$ cat src/rtl/dusa_ram.sv
// Generic single-write, single-read synchronous RAM with registered read data.
module dusa_ram #(
  parameter int WIDTH = 8,
  parameter int DEPTH = 16
) (
  input  logic                                   clk,
  input  logic                                   we,
  input  logic [((DEPTH > 1) ? $clog2(DEPTH) : 1)-1:0] waddr,
  input  logic [WIDTH-1:0]                       wdata,
  input  logic [((DEPTH > 1) ? $clog2(DEPTH) : 1)-1:0] raddr,
  output logic [WIDTH-1:0]                       rdata
);

  logic [WIDTH-1:0] mem [DEPTH];
  logic [WIDTH-1:0] rdata_r;

  always_ff @(posedge clk) begin
    if (we) begin
      mem[waddr] <= wdata;
    end
    rdata_r <= mem[raddr];
  end

  assign rdata = rdata_r;

endmodule
$ cat config.mk
export PLATFORM = sky130hd
export DESIGN_NAME = dusa_ram
export DESIGN_NICKNAME = d
export VERILOG_FILES = /design/src/rtl/dusa_ram.sv
export SDC_FILE = /design/constraint.sdc
export NUM_CORES = 1
export LEC_CHECK = 0
export ABC_AREA = 1
export BUFFER_PORTS_ARGS = -buffer_cell sky130_fd_sc_hd__buf_2
export CORE_ASPECT_RATIO = 1.1
export CORE_UTILIZATION = 55
export DETAILED_ROUTE_END_ITERATION = 16
export PLACE_DENSITY_LB_ADDON = 0.05
export SLEW_MARGIN = 20
export SYNTH_ARGS = -nofsm -noshare
export SYNTH_HDL_FRONTEND = slang
export SYNTH_SLANG_ARGS = --single-unit
export TNS_END_PERCENT = 30
$ cat constraint.sdc
create_clock -name clk -period 1.35 [get_ports clk]
set_input_delay 0.135 -clock clk [delete_from_list [all_inputs] [get_ports clk]]
set_output_delay 0.135 -clock clk [all_outputs]
set_load 0.005 [all_outputs]
==> results.md <==
- Outcome: completed
- Power, Total: 9.26 mW
- Clk sinks: 136
- Initial antenna violation count: 0
- Synth warnings: 0
- Final critical-path required period: approximately 1.1 ns
- Post-CTS Resized: 0
- Skew final: 0.00331 ns
- WHS Endpoint: mem[9][0]$_DFFE_PP_
- Die Ht: around 110 µm
- GRT Util Overall: 25.1%
- CTS Hold Bufs: 1
- Synth area leader: edfxtp_1
- Worst slew pin tran: ~0.36 ns
- Buf/Inv on CP: 1
- Max Freq: 893 MHz
- CP cell instances: buf_2
- CP required: 1.22 ns
- Sequential cell area fraction in the yosys report: between 60% and 70%
- Pwr dens: 1380 mW/mm²
- Final Hold Vio Count: 0
- Critical Path Start Type: flop
- Reg2Reg Capture Point: rdata[5]$_DFF_P_
- Site row count: 38
- Syn Inst Count: 551
- Slowest CP cell: dfxtp_1
- Number of global-route vias before repair: 3746
- Maximum net fanout on the critical path: 1
- Critical Path Max Stage Delay: about 0.35 ns
- Die footprint: 0.0109 mm²
- Critical path class: flop to output pin
- CP endpoint kind: output pin
- Mapped Avg Cell Area: 10.5 µm²
- Register-to-register setup slack: 0.36 ns
- CP arrival: between 0.9 and 1 ns
- Vias/cell: 5.05
- Largest net degree at the start of global routing: 40
- CTS tree: built
- Relative slew slack: between 70% and 80%
- Max Slew Vio Count: 0
- Drt drc: 0
- Port Buffers: 25
- # IOs: 26
- CORE AREA: roughly 0.010 mm²
- Htree depth: 4
- Pre-CTS setup slack: approximately 0.18 ns
- RSZ-0062 raised after global routing: false
- Final net count: 620
- Worst vdd ir: 0.958 mV
- First drt pass iteration count: 6
- R2r startpoint: mem[7][5]$_DFFE_PP_
- Initial Util: between 50% and 60%
- Area delta synth->final: 16.0%
- Worst min path class: input pin to flop
- Hold path cells: 1
- Setup Viol. Count Final: 0
- Final ANT Viol Nets: 0
- Hpwl dp: 7.97 mm
- Root Driver: clkbuf_8
- Worst skew pair latency: ~0.5 ns
- Setup bufs post-CTS: 0
- Post-Synthesis Net Count: 569
- Gp weighted congestion: 0.803
- Static leakage: 2.94 nW
- Synth Cell Area: between 0.005 and 0.006 mm²
- Diode count: 0
- Wirelength, routed: 12.4 mm
- Final worst slack: 0.230 ns
- Share of cells above drive strength 1: 13.0%
- Ranking of synthesized cells by area: edfxtp_1, nand2_1, nand3_1
- Period utilization: 82.9%
- GR Overflow Total: 0
- Setup TNS after final layout: 0 ns
- Die width: 99.6 µm
- #FFs+latches synth: 136
- R2R depth: 6
- Maximum clock path buffer count: 2
- Reg clk slew, reported paths: roughly 0.060 ns
- Yosys cell types: 12
- Post-synth top area share: roughly two thirds
- Finished Core Util: 66.7%
- DR WL/cell: 16.4 µm
- DR iter-0 viols: 318
- First-pass GRT wire length: 19.5 mm
- Hold_sp: wdata[0]
- CTS buffer count: 17
- Max_cap viols: 0
- Via count: 3815
- Top delay family on crit path: flip-flops
## placed cells by master (no fill, tap or decap), drive strengths merged, types with 2 or more instances in the layout
master / n
clkinv: 4
clkbuf: 28
nand2: 173
nand3: 97
dfxtp: 8
buf: 55
edfxtp: 128
nand3b: 2
inv: 102
nor2: 17
## layout make-up
type                    instances  area, µm²
clock buffers                  28        485
inverters                     102        383
multi-input cells             289       1210
clock inverters                 4       18.8
well taps                     140        175
repair buffers                 56        410
flip-flops and latches        136       4000
fillers                       786       3340
## power by group
part / internal, mW / switching [mW]
combinational: 0.196 / 0.391
sequential: 4.72 / 0.0278
clock: 2.39 / 1.54
total: 7.31 / 1.96
## registers in the layout (all words and copies together) (netlist names)
register	flops
mem	128
rdata	8
## worst max path at each step
stage,from,to,slack [ns],cells past startpoint
global route,rdata[0]$_DFF_P_,rdata[0],0.20,1
global placement,waddr[3],mem[6][5]$_DFFE_PP_,0.20,4
finish,rdata[0]$_DFF_P_,rdata[0],0.23,1
CTS,rdata[0]$_DFF_P_,rdata[0],0.21,1
floorplan,waddr[2],mem[10][0]$_DFFE_PP_,0.26,2
detailed placement,waddr[3],mem[6][1]$_DFFE_PP_,0.18,4
## synthesized netlist by cell type
library cell and n:
inv_1 100, nand3b_1 2, nand2_1 173, dfxtp_1 8, inv_2 2, nor2_1 17, buf_4 4, buf_6 6
buf_1 1, buf_2 13, nand3_1 97, edfxtp_1 128
## metrics by stage
stage                     hold slack, ns  area (µm²)  std cells
after global placement             0.513        6180        722
after floorplan                    0.234        5770        551
final                             0.0265        6690        755
after global routing              0.0273        6690        755
after CTS                         0.0179        6690        755
after detailed placement           0.510        6180        722
## layer usage
metal | global-route usage (%) | up-vias | wire (µm) | part of all wire, %
met4 | 10.3 | 0 | 167 | 1.4
met3 | 4.58 | 14 | 696 | 5.6
li1 | - | 1878 | - | -
met2 | 40.2 | 131 | 5920 | 48
met5 | 0 | - | 0 | 0
met1 | 34.2 | 1792 | 5570 | 45
## kinds of logic (layout without fill, tap and decap cells)
group                  count (synthesis)  in the layout  synth area share, %
and+or+nand+nor                      289            289                 21.0
DFF                                  136            136                 69.4
buffers and inverters                126            190                 9.52
No activity file was read; power rests on OpenSTA's default activity.
